==> src/rtl/gftq_ram.sv <==
// Generic single-port-write, single-port-read RAM with registered read data.
module gftq_ram #(
	parameter int DATA_W = 8,
	parameter int DEPTH  = 16
) (
	input  logic                     clk,
	input  logic                     wr_en,
	input  logic [$clog2(DEPTH)-1:0] wr_addr,
	input  logic [DATA_W-1:0]        wr_data,
	input  logic                     rd_en,
	input  logic [$clog2(DEPTH)-1:0] rd_addr,
	output logic [DATA_W-1:0]        rd_data
);

	logic [DATA_W-1:0] mem_q [DEPTH];
	logic [DATA_W-1:0] rd_data_q;

	always_ff @(posedge clk) begin
		if (wr_en) begin
			mem_q[wr_addr] <= wr_data;
		end
		if (rd_en) begin
			rd_data_q <= mem_q[rd_addr];
		end
	end

	assign rd_data = rd_data_q;

endmodule

==> config.mk <==
export PLATFORM = sky130hd
export DESIGN_NAME = gftq_ram
export DESIGN_NICKNAME = d
export VERILOG_FILES = /design/src/rtl/gftq_ram.sv
export SDC_FILE = /design/constraint.sdc
export NUM_CORES = 1
export LEC_CHECK = 0
export BUFFER_PORTS_ARGS = -buffer_cell sky130_fd_sc_hd__buf_2
export CORE_MARGIN = 3
export CORE_UTILIZATION = 54
export CTS_CLUSTER_SIZE = 25
export DETAILED_ROUTE_END_ITERATION = 10
export PLACE_DENSITY = 0.74
export SYNTH_ARGS = -nofsm -noshare
export SYNTH_HDL_FRONTEND = slang
export SYNTH_SLANG_ARGS = --single-unit
==> constraint.sdc <==
create_clock -name clk -period 1.58 [get_ports clk]
set_input_delay 0 -clock clk [delete_from_list [all_inputs] [get_ports clk]]
set_output_delay 0 -clock clk [all_outputs]
set_load 0.01 [all_outputs]
==> results of run 1 <==
==> worst max-delay path: cells and delay by family, from the launching register on <==
family	cells	cell delay, ns
AOI/OAI and AO/OA	1	0.29
DFF	1	0.37
and+or+nand+nor	1	0.09
muxes	1	0.51
==> stage by stage <==
stage	util	power, W	hold slack, ns	instance area, µm²
CTS	0.6803	0.008647	0.03298	6346
floorplan	-	0.004370	0.09887	5228
detailed placement	0.6042	0.004545	0.3834	5635
global placement	0.6042	0.004532	0.3813	5635
global route	0.6805	0.008870	0.05903	6347
finish	0.6805	0.008596	0.05673	6347
==> cells by family after synthesis <==
kind of cell,after synthesis,share of synthesized area
buffers and inverters,10,0.01651
and+or+nand+nor,35,0.03136
DFF,136,0.7812
muxes,32,0.1479
AOI/OAI and AO/OA,16,0.02298
==> final timing paths <==
path | to | slack [ns] | depth (start not counted)
hold / removal | mem_q[8][1] | 0.06 | 3
hold reg to reg | rd_data[4] | 0.77 | 3
setup reg to reg | rd_data[2] | 0.06 | 3
setup / recovery | rd_data[2] | 0.06 | 3
==> power groups by stage <==
stage	Combinational (W)	Sequential (W)	Clock, W
3_5_place_dp	0.000382	0.00416	0
3_3_place_gp	0.000375	0.00416	0
5_1_grt	0.000443	0.00410	0.00433
6_report	0.000407	0.00409	0.00410
4_1_cts	0.000409	0.00409	0.00414
2_1_floorplan	0.000205	0.00416	0
==> registers in the layout (all words and copies together), names as in the netlist <==
signal	flops
rd_data	8
mem_q	128
==> routing by layer <==
metal	vias to the layer above	wire length, µm	GRT usage
li1	1111	-	-
met1	1335	4100	0.2804
met2	134	5824	0.3644
met3	12	855	0.06828
met4	0	129	0.06078
met5	-	0	0
==> final cells by class <==
class	instances	share of cell area
clock inverters	14	0.03253
multi-input cells	83	0.1668
clock buffers	17	0.06525
well taps	129	0.02543
repair buffers	57	0.06663
flip-flops and latches	136	0.6434
==> Yosys cell counts <==
cell             number
mux4_2               18
nand3_1               1
nor2b_1               1
nor3_1                4
buf_4                 1
nand3b_1              2
nand2_1               9
and2_1                1
mux4_1               14
nand2b_1              2
buf_6                 3
clkdlybuf4s25_2       3
nor2_1               13
or3b_2                1
a22oi_1              16
buf_2                 3
and2b_1               1
edfxtp_1            136
==> timing repair <==
| action | 4_1_cts | 5_1_grt |
|---|---|---|
| resized for setup | 0 | 2 |
| endpoints found under the setup margin | 0 | 2 |
| hold buffers | 9 | 0 |
| hold endpoints to repair | 136 | 0 |
| buffers inserted | 0 | 0 |
==> flow_summary_export.csv, run 1 <==
group,metric,value,unit
setup_path,startpoint,"mem_q[1][2]",
hold_path,hp-class,"input port to flip-flop",
drt,viasPerCell,5.945,
synthesis,syn_nets,248,
finish,multi_input_area,1059,µm²
die,die_w,104.4,µm
clock_tree,clkLatencyLatePin,0.51,ns
setup_path,crit_required,1.83,ns
hold_path,min-delay-start,"wr_addr[0]",
finish,drive_above_1_share,0.3192,
drt,num_vias,2592,
finish,seq_area,4084,µm²
finish,nets,314,
global_routing,track_usage,0.2187,
power,pwr-share-clk,0.476,
synthesis,ys_warn_count,0,
die,die-area,10900,µm²
drt,firstDrtPassIters,5,
synthesis,synth_area,5228,µm²
placed_design,port_buffers,26,
placed_design,gp_congestion,0.7566,
clock_tree,cts_max_level,4,
die,core_area,9328,µm²
synthesis,ys_seq_elements,136,
placed_design,dp_hpwl,6072,µm
setup_path,crit_type,"flip-flop to flip-flop",
job,max_cap_viol_count,0,
setup_path,crit_fanout,1,
die,io_pins,27,
drt,post_drt_wl_per_cell,25.02,µm
clock_tree,clockRootBuffer,"clkbuf_8",
die,die_y,104.4,µm
power,p_sw,0.001650,W
global_routing,overflow,0,
synthesis,syn_area_per_cell,22.83,µm²
clock_tree,numCtsBuffers,17,
setup_path,crit_chain,"mux4_1 -> a22oi_1 -> nand2_1",
placed_design,place_inst,396,
clock_tree,clock_sinks,136,
setup_path,critPathSlowestCell,"mux4_1",
synthesis,synth.top_cell.area_share,0.7812,
timing,finalWorstSetupSlack,0.05686,ns
power,power_density,1354,nW/µm²
clock_tree,clk_pin_slew_worst_paths,0.06,ns
die,start_util,0.5604,
timing,fin_crit_sh,0.9640,
finish,fill_cells,570,
synthesis,seq_area_frac_synth,0.7812,
placed_design,place_ws,-0.001747,ns
global_routing,grt_pass1_vias,2765,
outcome,status,"completed",
finish,layout_common_cells,"edfxtp_1 (136), buf_2 (26), mux4_2 (19), buf_4 (19), clkbuf_16 (16)",
power,power.internal,0.006946,W
power,cellLeakagePower,2.175,nW
timing,finalSetupViolations,0,
drt,drtAntennaViolNets,0,
clock_tree,cts_tree,"done",
clock_tree,clk_path_buf_depth,2,
power,combPwrFrac,0.047,
timing,rsz0062_at_grt,"false",
global_routing,grt_max_degree,33,
drt,drt_iter0_markers,238,
setup_path,startpoint_type,"flip-flop",
drt,routed_wl,10910,µm
timing,fin_crit,1.523,ns
timing,hold_viol_final,0,
setup_path,r2r_start,"mem_q[1][2]",
timing,fmax,0.6565,GHz
finish,final_common_cell,"edfxtp_1",
finish,antenna_cells,0,
setup_path,arrival,1.77,ns
global_routing,grt_pass1_wl,16940,µm
global_routing,antenna_found_initial,0,
timing,relSlewSlack,0.7236,
die,rows,35,
finish,fin_cells,436,
timing,fin_setup_tns,0,ns
timing,drv_slew,0,
synthesis,syn_inst,229,
power,power_frac_seq,0.476,
timing,fin_skew,0.005719,ns
finish,syn_to_final_growth,21.42,%
power,peakVddDrop,0.7983,mV
timing,tightest_slew,0.4147,ns
setup_path,slowest_delay,0.51,ns
synthesis,synth.distinct_cells,18,
synthesis,yosys.area.top_type,"edfxtp_1",
power,swShare,0.1919,
synthesis,synth.area.top_cells,"edfxtp_1 (78%), mux4_2 (7.8%), mux4_1 (7.0%), a22oi_1 (2.3%), nor2_1 (0.93%)",
drt,drc,0,
setup_path,endpoint_kind,"flip-flop",
(Power assumes the default switching activity.)
==> inputs of run 2 (changes only) <==
BUFFER_PORTS_ARGS = -buffer_cell sky130_fd_sc_hd__buf_4   (was -buffer_cell sky130_fd_sc_hd__buf_2)
==> flow_summary_export.csv, run 2 (synthesized netlist as in run 1, its figures left out) <==
group,metric,value,unit
setup_path,reg2reg_setup_slack,0.04,ns
timing,finalSetupViolations,0,
job,max_cap_viol_count,0,
drt,wl_met3,552,µm
timing,tightest_slew,0.4657,ns
setup_path,endpoint_kind,"flip-flop",
global_routing,grt_max_degree,23,
drt,routed_wl,10500,µm
die,die_w,104.4,µm
drt,post_drt_wl_per_cell,23.87,µm
timing,fin_crit_sh,0.9722,
die,io_pins,27,
hold_path,min-delay-start,"wr_addr[2]",
timing,fin_crit,1.536,ns
finish,final_common_cell,"edfxtp_1",
drt,top_layer,"met4",
clock_tree,clock_sinks,136,
hold_path,min_to,"mem_q[3][6]",
drt,num_vias,2522,
timing,rsz0062_at_grt,"false",
placed_design,gp_congestion,0.7597,
finish,largest_reg_flops,128,
finish,nets,317,
drt,viasPerCell,5.732,
timing,drv_slew,0,
clock_tree,numCtsBuffers,17,
timing,hold_viol_final,0,
outcome,status,"completed",
finish,antenna_cells,0,
setup_path,startpoint_type,"flip-flop",
global_routing,antenna_found_initial,0,
clock_tree,clk_pin_slew_worst_paths,0.06,ns
setup_path,r2r_end,"rd_data[7]",
clock_tree,clk_path_buf_depth,2,
global_routing,grt_pass1_vias,2718,
power,cellLeakagePower,2.180,nW
drt,drtAntennaViolNets,0,
setup_path,crit_type,"flip-flop to flip-flop",
global_routing,track_usage,0.2136,
finish,top_register,"mem_q",
drt,drt_iter0_markers,225,
clock_tree,cts_tree,"done",
clock_tree,cts_max_level,4,
die,core_area,9328,µm²
drt,drc,0,
die,die_y,104.4,µm
timing,fin_skew,0.005343,ns
global_routing,grt_pass1_wl,16540,µm
finish,syn_to_final_growth,22.28,%
die,die-area,10900,µm²
timing,fmax,0.6510,GHz
finish,drive_above_1_share,0.3248,
finish,layout_common_cells,"edfxtp_1 (136), buf_4 (45), mux4_2 (18)",
hold_path,min_delay_path_depth,4,
setup_path,r2r_start,"mem_q[9][7]",
power,finalPower,0.008174,W
power,power_density,1279,nW/µm²
setup_path,crit_fanout,1,
clock_tree,post_cts_buffers,0,
hold_path,hp-class,"input port to flip-flop",
drt,wl_met2,5407,µm
setup_path,r2r_cells,3,
global_routing,overflow,0,
clock_tree,clkLatencyLatePin,0.51,ns
drt,wl_met1,4352,µm
power,peakVddDrop,0.7770,mV
die,start_util,0.5604,
die,rows,35,
setup_path,arrival,1.79,ns
placed_design,port_buffers,26,
placed_design,dp_hpwl,6286,µm
clock_tree,clockRootBuffer,"clkbuf_8",
timing,fin_setup_tns,0,ns
timing,relSlewSlack,0.6896,
setup_path,crit_required,1.83,ns
drt,firstDrtPassIters,5,
-- run 2: changes by cell type in the layout (fill, tap and decap cells not counted), sizes merged --
cell and change:
clkbuf +1, clkinvlp +2, bufinv -4, inv +7
clkinv -5, dlygate4sd3 +3
-- run 2: report_power, final --
part           leakage [nW]  total [W]  internal, W  switching, W
clock network         0.265    0.00365      0.00213       0.00152
registers              1.24    0.00409      0.00407     0.0000262
logic                 0.678   0.000435     0.000210      0.000225
-- run 2: worst max path at each step --
stage	slack, ns	from	end
floorplan	0.09	wr_addr[2]	mem_q[0][0]
global route	0.007	mem_q[2][1]	rd_data[1]
CTS	0.02	mem_q[1][5]	rd_data[5]
global placement	0.08	rd_addr[0]	rd_data[7]
detailed placement	0.02	rd_addr[0]	rd_data[7]
finish	0.04	mem_q[9][7]	rd_data[7]
-- run 2: final cells by class --
| class | instances | area [µm²] |
|---|---|---|
| Clock buffer | 18 | 417.9 |
| Clock inverter | 14 | 138.9 |
| Fill cell | 538 | 2935 |
| Multi-Input combinational cell | 83 | 1072 |
| Sequential cell | 136 | 4084 |
| Tap cell | 129 | 161.4 |
| Timing Repair Buffer | 60 | 518.0 |
-- run 2: what timing repair did --
item                       in CTS  in global routing
hold buffers                   12                  0
hold endpoints to repair      160                  0
resized for setup               1                  2
setup endpoints to repair       1                  2
pin swaps                       0                  0
-- run 2: per-stage QoR --
step                worst slack [ns]  area (µm²)  utilization  hold slack (ns)  instances
floorplan                    0.08713        5228            -          0.09887        229
global placement             0.07717        5700       0.6111           0.3072        396
detailed placement           0.02339        5700       0.6111           0.3152        396
CTS                          0.01872        6382       0.6842           0.1056        440
global route                0.007372        6392       0.6853           0.1358        440
finish                       0.04388        6392       0.6853           0.1211        440
-- run 2: per-layer routing --
| layer | vias to the layer above | global-route usage |
|---|---|---|
| met5 | - | 0 |
| met4 | 0 | 0.08072 |
| met3 | 14 | 0.05152 |
| met2 | 88 | 0.3432 |
| met1 | 1295 | 0.2868 |
| li1 | 1125 | - |
-- run 2: critical path, stage by stage, from the launching register on --
cell	delay (ns)
edfxtp_1	0.41
mux4_2	0.50
a22oi_2	0.27
nand2_1	0.10
