## src/rtl/gftq_pkg.sv

```systemverilog
// Shared sizes, codes, entry types and address helper for the team queue.
package gftq_pkg;

	localparam int TEAMS      = 16;
	localparam int TEAM_DEPTH = 64;

	localparam int KIND_W   = 1;
	localparam int TEAM_IN_W = 5;
	localparam int MEMBER_W = 20;
	localparam int STATUS_W = 2;

	localparam int TEAM_W  = $clog2(TEAMS);
	localparam int SLOT_W  = $clog2(TEAM_DEPTH);
	localparam int CNT_W   = $clog2(TEAM_DEPTH + 1);
	localparam int OCNT_W  = $clog2(TEAMS + 1);
	localparam int MEM_DEPTH = TEAMS * TEAM_DEPTH;
	localparam int MEM_AW  = $clog2(MEM_DEPTH);

	typedef enum logic [KIND_W-1:0] {
		KIND_ENQ = 1'b0,
		KIND_DEQ = 1'b1
	} kind_t;

	typedef enum logic [STATUS_W-1:0] {
		ST_OK    = 2'd0,
		ST_EMPTY = 2'd1,
		ST_FULL  = 2'd2
	} status_t;

	typedef struct packed {
		logic [SLOT_W-1:0] head;
		logic [CNT_W-1:0]  count;
	} team_ent_t;

	localparam int TEAM_ENT_W = SLOT_W + CNT_W;

	function automatic logic [MEM_AW-1:0] mem_addr(input logic [TEAM_W-1:0] t,
			input logic [SLOT_W-1:0] slot);
		mem_addr = MEM_AW'(t) * MEM_AW'(TEAM_DEPTH) + MEM_AW'(slot);
	endfunction

endpackage

```

## src/rtl/gftq_ram.sv

```systemverilog
// Generic single-port-write, single-port-read RAM with registered read data.
module gftq_ram #(
	parameter int DATA_W = 8,
	parameter int DEPTH  = 16
) (
	input  logic                     clk,
	input  logic                     wr_en,
	input  logic [$clog2(DEPTH)-1:0] wr_addr,
	input  logic [DATA_W-1:0]        wr_data,
	input  logic                     rd_en,
	input  logic [$clog2(DEPTH)-1:0] rd_addr,
	output logic [DATA_W-1:0]        rd_data
);

	logic [DATA_W-1:0] mem_q [DEPTH];
	logic [DATA_W-1:0] rd_data_q;

	always_ff @(posedge clk) begin
		if (wr_en) begin
			mem_q[wr_addr] <= wr_data;
		end
		if (rd_en) begin
			rd_data_q <= mem_q[rd_addr];
		end
	end

	assign rd_data = rd_data_q;

endmodule

```

## src/rtl/gftq_team_tbl.sv

```systemverilog
// Per-team head pointer and count table: RAM plus valid bits that read as zero after reset.
module gftq_team_tbl (
	input  logic                          clk,
	input  logic                          arst_n,
	input  logic                          rd_en,
	input  logic [gftq_pkg::TEAM_W-1:0]   rd_idx,
	input  logic                          wr_en,
	input  logic [gftq_pkg::TEAM_W-1:0]   wr_idx,
	input  gftq_pkg::team_ent_t           wr_ent,
	output gftq_pkg::team_ent_t           rd_ent
);

	logic [gftq_pkg::TEAMS-1:0]          valid_q;
	logic [gftq_pkg::TEAM_W-1:0]         rd_idx_q;
	logic [gftq_pkg::TEAM_ENT_W-1:0]     raw_data;

	gftq_ram #(
		.DATA_W(gftq_pkg::TEAM_ENT_W),
		.DEPTH (gftq_pkg::TEAMS)
	) u_ram (
		.clk    (clk),
		.wr_en  (wr_en),
		.wr_addr(wr_idx),
		.wr_data(wr_ent),
		.rd_en  (rd_en),
		.rd_addr(rd_idx),
		.rd_data(raw_data)
	);

	always_ff @(posedge clk or negedge arst_n) begin
		if (!arst_n) begin
			valid_q <= '0;
		end else if (wr_en) begin
			valid_q[wr_idx] <= 1'b1;
		end
	end

	always_ff @(posedge clk) begin
		if (rd_en) begin
			rd_idx_q <= rd_idx;
		end
	end

	// never-written entries read as an empty team
	assign rd_ent = valid_q[rd_idx_q] ? gftq_pkg::team_ent_t'(raw_data) : '0;

	a_no_rw_overlap: assert property (@(posedge clk) disable iff (!arst_n)
		wr_en |-> !rd_en)
		else $error("team table read and write in the same cycle");

	a_count_bound: assert property (@(posedge clk) disable iff (!arst_n)
		wr_en |-> wr_ent.count <= gftq_pkg::CNT_W'(gftq_pkg::TEAM_DEPTH))
		else $error("team count written beyond depth");

	a_head_bound: assert property (@(posedge clk) disable iff (!arst_n)
		wr_en |-> wr_ent.head <= gftq_pkg::SLOT_W'(gftq_pkg::TEAM_DEPTH - 1))
		else $error("team head written beyond depth");

endmodule

```

## config.mk

```make
export PLATFORM = sky130hd
export DESIGN_NAME = gftq_team_tbl
export DESIGN_NICKNAME = d
export VERILOG_FILES = /design/src/rtl/gftq_pkg.sv /design/src/rtl/gftq_ram.sv /design/src/rtl/gftq_team_tbl.sv
export SDC_FILE = /design/constraint.sdc
export NUM_CORES = 1
export LEC_CHECK = 0
export ABC_CLOCK_PERIOD_IN_PS = 2700
export BUFFER_PORTS_ARGS = -buffer_cell sky130_fd_sc_hd__buf_2
export CAP_MARGIN = 20
export CORE_MARGIN = 2
export CORE_UTILIZATION = 36
export DETAILED_ROUTE_END_ITERATION = 8
export GPL_TIMING_DRIVEN = 0
export PLACE_DENSITY = 0.51
export SLEW_MARGIN = 30
export SYNTH_ARGS = -nofsm -noshare
export SYNTH_HDL_FRONTEND = slang
export SYNTH_HIERARCHICAL = 1
export SYNTH_SLANG_ARGS = --single-unit
```

## constraint.sdc

```tcl
create_clock -name clk -period 2.7 [get_ports clk]
set_clock_uncertainty 0.2 [all_clocks]
set_input_delay 0.54 -clock clk [delete_from_list [all_inputs] [get_ports clk]]
set_output_delay 0.54 -clock clk [all_outputs]
set_load 0.01 [all_outputs]
```

==> results of run 1 <==
-- stage by stage --
step | hold WS [ns] | instances | power, mW | util, % | cell area (µm²)
after floorplan | 0.04441 | 434 | 4.614 | - | 9311
after global placement | 0.2477 | 801 | 4.822 | 39.24 | 9910
after detailed placement | 0.2512 | 821 | 4.853 | 40.22 | 10160
after CTS | 0.01610 | 868 | 8.060 | 43.53 | 10990
after global routing | 0.02236 | 868 | 8.305 | 43.84 | 11070
final | 0.02836 | 868 | 8.005 | 43.84 | 11070
-- layout make-up --
class	instances	share of cell area, %
Sequential cell	241	64.65
Multi-Input combinational cell	168	19.26
Clock buffer	34	6.047
Timing Repair Buffer	59	4.283
Tap cell	330	3.730
Buffer	20	1.164
Clock inverter	11	0.7007
Inverter	5	0.1695
-- worst max-delay path: cells and delay by family (launching register included) --
family / cells / cell delay, ns
muxes: 1 / 0.53
buffers and inverters: 3 / 0.40
DFF: 1 / 0.34
and+or+nand+nor: 2 / 0.27
AOI/OAI and AO/OA: 1 / 0.11
-- cell usage in the layout (no fill, tap or decap), types with 5 or more instances in the layout --
cell,Yosys,final
edfxtp_1,225,225
mux4_2,30,30
buf_6,4,29
buf_2,3,27
a22oi_1,26,26
clkbuf_16,0,25
mux4_1,24,24
clkbuf_1,11,19
nand2_1,18,18
dfrtp_1,16,16
nor2_2,0,12
and2_4,0,11
buf_4,2,10
o21bai_1,9,9
inv_1,5,5
clkinv_1,0,5
-- logic make-up after synthesis --
logic type	synth area share (%)
and+or+nand+nor	3.467
buffers and inverters	1.451
muxes	14.51
DFF	76.86
AOI/OAI and AO/OA	3.709
-- metal layers --
layer | up-vias | global-route usage, % | wire [µm]
met2 | 100 | 25.90 | 10050
met5 | - | 0 | 0
met4 | 0 | 3.755 | 282
li1 | 1994 | - | -
met3 | 18 | 2.260 | 868
met1 | 2416 | 20.86 | 8680
-- state kept, by name, indices dropped and copies added, names as in the netlist --
| name | flops |
|---|---|
| u_ram/rd_data | 13 |
| valid_q | 16 |
| u_ram/mem_q | 208 |
| rd_idx_q | 4 |
-- power by group through the flow --
stage	combinational [mW]	sequential [mW]	clock (mW)
2_1_floorplan	0.295	4.32	0
3_3_place_gp	0.494	4.33	0
3_5_place_dp	0.521	4.33	0
4_1_cts	0.567	4.26	3.24
5_1_grt	0.645	4.27	3.39
6_report	0.594	4.26	3.15
-- path summary, 6_finish.rpt --
check                                   from          endpoint  cells after the start
setup / recovery                 rd_idx_q[0]         rd_ent[2]                      7
hold reg to reg                   valid_q[3]        valid_q[3]                      1
setup reg to reg           u_ram/mem_q[2][1]  u_ram/rd_data[1]                      3
hold / removal                     rd_idx[1]       rd_idx_q[1]                      1
min in group asynchronous             arst_n       valid_q[12]                      2
max in group asynchronous             arst_n       valid_q[15]                      2
-- cell usage after synthesis, drive strengths merged (4+ instances only) --
| cell type | count |
|---|---|
| clkbuf | 11 |
| and2 | 14 |
| buf | 9 |
| mux2 | 4 |
| nand3b | 4 |
| dfrtp | 16 |
| a22oi | 26 |
| mux4 | 54 |
| o21bai | 9 |
| nor2 | 16 |
| nand2 | 18 |
| inv | 5 |
| edfxtp | 225 |
| nor3 | 4 |
-- repair_timing --
item | in CTS | in global routing
gates cloned | 1 | 0
gates resized for setup | 18 | 19
hold endpoints to repair | 16 | 0
pin swaps | 1 | 13
endpoints found under the setup margin | 13 | 13
hold buffers | 1 | 0
==> out/metrics.csv, run 1 <==
metric,value,unit
regArea,7157,µm²
clockPowerShare,39.4,%
hold_violations,0,
grt_pass1_wl,29990,µm
async_flop_share,6.639,%
seq_area_frac_synth,76.86,%
die-width,164.8,µm
initial_core_util,36.87,%
cp-end-kind,output pin,
maxCapViolations,0,
power.density,723.1,nW/µm²
antenna_left,0,
ys_types,28,
nNetsFinal,545,
synth_area_leader_cell,edfxtp_1,
grt_max_degree,18,
avgSynthCellArea,21.45,µm²
clk_path_buf_depth,3,
multiInputGateArea,2132,µm²
drive_gt1_share,31.23,%
port_buffers,37,
fin_ws,-0.2265,ns
finalSetupTns,-2.645,ns
wirelength,19880,µm
vias,4528,
fp.dieH,164.8,µm
insertion_delay,0.52,ns
regToRegSetupSlack,0.90,ns
yosys.area.top_type_share,72.56,%
synth_seq_cells,241,
num_io_pins,38,
p_switching,1.685,mW
fmax,0.3417,GHz
finalMaxSlewViolations,0,
hp-class,input pin to flip-flop,
yosysWarningCount,6,
cts_buffers,25,
crit_top_cell,buf_6,
dieArea,27170,µm²
rows,58,
violations,negative setup slack,
relSlewSlack,42.09,%
clk_pin_slew_worst_paths,0.06,ns
n_antenna_cell,0,
fillCellCount,2186,
hpwl,13570,µm
core_area,25250,µm²
syn_nets,459,
finalSetupViolations,13,
synth_edf_count,225,
track_usage,15.27,%
grt_setup_unrepaired,true,
drt_iter0_markers,366,
comb_power_share,7.4,%
first_pass_iters,4,
cts_num_sinks,241,
cts_max_level,1,
p_seq_share,53.2,%
antenna_found_initial,0,
crit_type,flip-flop to output pin,
ir_worst_vdd,372.9,µV
p_sw_share,21.04,%
avgRoutedWirePerCell,22.91,µm
required,1.96,ns
post-route-period-util,108.4,%
grt_pass1_vias,4726,
cellLeakagePower,3.693,nW
status,finished with violations,
yosys_most_used_dff,edfxtp_1,
grt_overflow,0,
start_kind,flip-flop,
p_int,6.320,mW
crit_chain,buf_6 > mux4_2 > nor2_4 > o22ai_4 > buf_6 > and2_4 > buf_6,
cts_tree,done,
cp_slowest_cell,mux4_2,
routabilityCongestion,0.7881,
syn_area,9311,µm²
via_per_inst,5.217,
cp.arrival,2.19,ns
area_delta_synth_final,18.89,%
drc,0,
yosys-top-cells-area,"edfxtp_1 73%, mux4_2 7.3%, mux4_1 6.8%",
root_buffer,clkbuf_16,
critical-path-max-stage-delay,0.53,ns
layout_min_cycle_time,2.927,ns
post_cts_buffers,0,
synth_cells,434,
critPathMaxFanout,6,
worst_slew_pin_slew,0.8686,ns
place_ws,-0.1479,ns
Power figures use the tool's default switching activity.
==> inputs of run 2 (changes only) <==
Settings changed: ABC_CLOCK_PERIOD_IN_PS 2700 to 3200.
Clock period 2.7 ns to 3.2 ns, I/O delays scaled along.
==> out/metrics.csv, run 2 (synthesized netlist as in run 1, its figures left out) <==
metric,value,unit,change
status,completed,,
p_seq_share,53.7,%,+0.5 points
fillCellCount,2206,,+0.91%
required,2.36,ns,+0.40 ns
comb_power_share,6.6,%,-0.8 points
initial_core_util,36.87,%,unchanged
crit_path_end,rd_ent[9],,
antenna_left,0,,unchanged
final_cell_mix,"225 x edfxtp_1, 38 x buf_2, 30 x mux4_2, 26 x a22oi_1, 25 x clkbuf_16",,
regToRegSetupSlack,1.37,ns,+0.47 ns
via_per_inst,5.164,,-1.0%
worst_slew_pin_slew,0.8888,ns,+0.02012 ns
n_antenna_cell,0,,unchanged
hpwl,13570,µm,unchanged
track_usage,15.12,%,-0.15 points
timing.rr.start,u_ram/mem_q[2][10],,
grt_pass1_wl,29730,µm,-0.87%
num_io_pins,38,,unchanged
cellLeakagePower,3.654,nW,-1.0%
cp.arrival,2.21,ns,+0.02 ns
finalSetupViolations,0,,-13
grt_overflow,0,,unchanged
design_area,10940,µm²,-1.2%
grt_pass1_vias,4696,,-0.63%
die-width,164.8,µm,unchanged
relSlewSlack,40.75,%,-1.3 points
area_delta_synth_final,17.45,%,
avgRoutedWirePerCell,22.66,µm,-1.1%
fp.dieH,164.8,µm,unchanged
worstSetupStartpoint,rd_idx_q[0],,
post_cts_buffers,0,,unchanged
first_pass_iters,4,,unchanged
vias,4477,,-1.1%
final_util,43.31,%,-0.53 points
antenna_found_initial,0,,unchanged
cp-end-kind,output pin,,
insertion_delay,0.52,ns,about the same
grt_setup_unrepaired,false,,
cts_tree,done,,
dpl.cell_count,821,,unchanged
maxCapViolations,0,,unchanged
grt_max_degree,18,,unchanged
routabilityCongestion,0.7881,,unchanged
drc,0,,unchanged
cts_num_sinks,241,,unchanged
ir_worst_vdd,319.7,µV,-14%
clk_path_buf_depth,3,,unchanged
nNetsFinal,544,,-0.18%
place_area,10160,µm²,unchanged
fmax,0.3282,GHz,
drive_gt1_share,28.68,%,-2.5 points
fin_cells,867,,-0.12%
p_switching,1.403,mW,-17%
rr_endpoint,u_ram/rd_data[10],,
crit_type,flip-flop to output pin,,
hold_path.startpoint,rd_idx[1],,
cts_buffers,25,,unchanged
clk_pin_slew_worst_paths,0.06,ns,about the same
layout_min_cycle_time,3.047,ns,
root_buffer,clkbuf_16,,
rows,58,,unchanged
p_int,5.287,mW,-16%
post-route-period-util,95.21,%,
wirelength,19640,µm,-1.2%
p_sw_share,20.97,%,-0.070 points
regMostFlops,u_ram/mem_q,,
final_common_cell,edfxtp_1,,
dieArea,27170,µm²,unchanged
hp-class,input pin to flip-flop,,
critPathMaxFanout,10,,+4
port_buffers,37,,unchanged
cts_max_level,1,,unchanged
hold_violations,0,,unchanged
clockPowerShare,39.8,%,+0.4 points
r2r_cells,3,,unchanged
start_kind,flip-flop,,
core_area,25250,µm²,unchanged
largest_reg_flops,208,,unchanged
drt_iter0_markers,343,,-6.3%
finalMaxSlewViolations,0,,unchanged
power.density,611.7,nW/µm²,-15%
==> run 2: changes by cell type in the layout (fill, tap and decap cells not counted) <==
cell | before | now
buf_6 | 29 | 17
and2_1 | 3 | 14
and2_4 | 11 | 0
buf_2 | 27 | 38
nor2_4 | 2 | 0
nor2_1 | 2 | 3
nor2_2 | 12 | 13
o221ai_1 | 1 | 2
o221ai_2 | 1 | 0
o22ai_2 | 0 | 1
o22ai_4 | 1 | 0
==> run 2: worst min path at each step <==
stage                             end  slack (ns)  cells past startpoint
after floorplan            valid_q[0]        0.14                      0
after global placement     valid_q[3]        0.25                      1
after detailed placement   valid_q[3]        0.25                      1
after CTS                 rd_idx_q[1]        0.12                      1
after global routing      rd_idx_q[1]        0.12                      1
final                     rd_idx_q[1]        0.13                      1
==> run 2: routing by layer <==
layer | track usage, % | vias up | routed length, µm
met5 | 0 | - | 0
met4 | 3.755 | 0 | 252
met3 | 2.260 | 16 | 937
met2 | 25.48 | 85 | 9845
met1 | 20.76 | 2387 | 8607
li1 | - | 1989 | -
==> run 2: power by group through the flow <==
stage | clock network, mW | registers, mW | logic, mW
after floorplan | 0 | 3.64 | 0.249
final | 2.66 | 3.59 | 0.438
after detailed placement | 0 | 3.66 | 0.439
after CTS | 2.73 | 3.59 | 0.442
after global routing | 2.86 | 3.60 | 0.479
after global placement | 0 | 3.65 | 0.417
==> run 2: repair_timing <==
action	CTS	global route
hold buffers	1	0
endpoints found under the setup margin	10	10
resized for setup	2	4
hold endpoints to repair	16	0
==> run 2: layout make-up <==
type                    count  area (µm²)  area share, %
well taps                 330       412.9          3.775
flip-flops and latches    241        7157          65.44
clock buffers              34       669.4          6.121
plain buffers              20       128.9          1.178
clock inverters            11       77.57         0.7093
multi-input cells         168        2078          19.00
repair buffers             58       394.1          3.604
inverters                   5       18.77         0.1716
==> run 2: metrics by stage <==
| stage | power, mW | worst slack, ns | hold WS (ns) | setup TNS [ns] |
|---|---|---|---|---|
| after floorplan | 3.893 | 0.5158 | 0.1444 | 0 |
| after global placement | 4.068 | -0.6632 | 0.2477 | -22.54 |
| after detailed placement | 4.095 | 0.2521 | 0.2512 | 0 |
| after CTS | 6.763 | 0.01212 | 0.1161 | 0 |
| after global routing | 6.940 | 0.02193 | 0.1224 | 0 |
| final | 6.690 | 0.1534 | 0.1273 | 0 |
==> run 2: critical path, stage by stage (launching register included) <==
cell,delay (ns)
edfxtp_1,0.34
buf_6,0.13
mux4_2,0.51
nor2_2,0.12
o22ai_2,0.13
buf_6,0.16
and2_1,0.16
buf_2,0.13
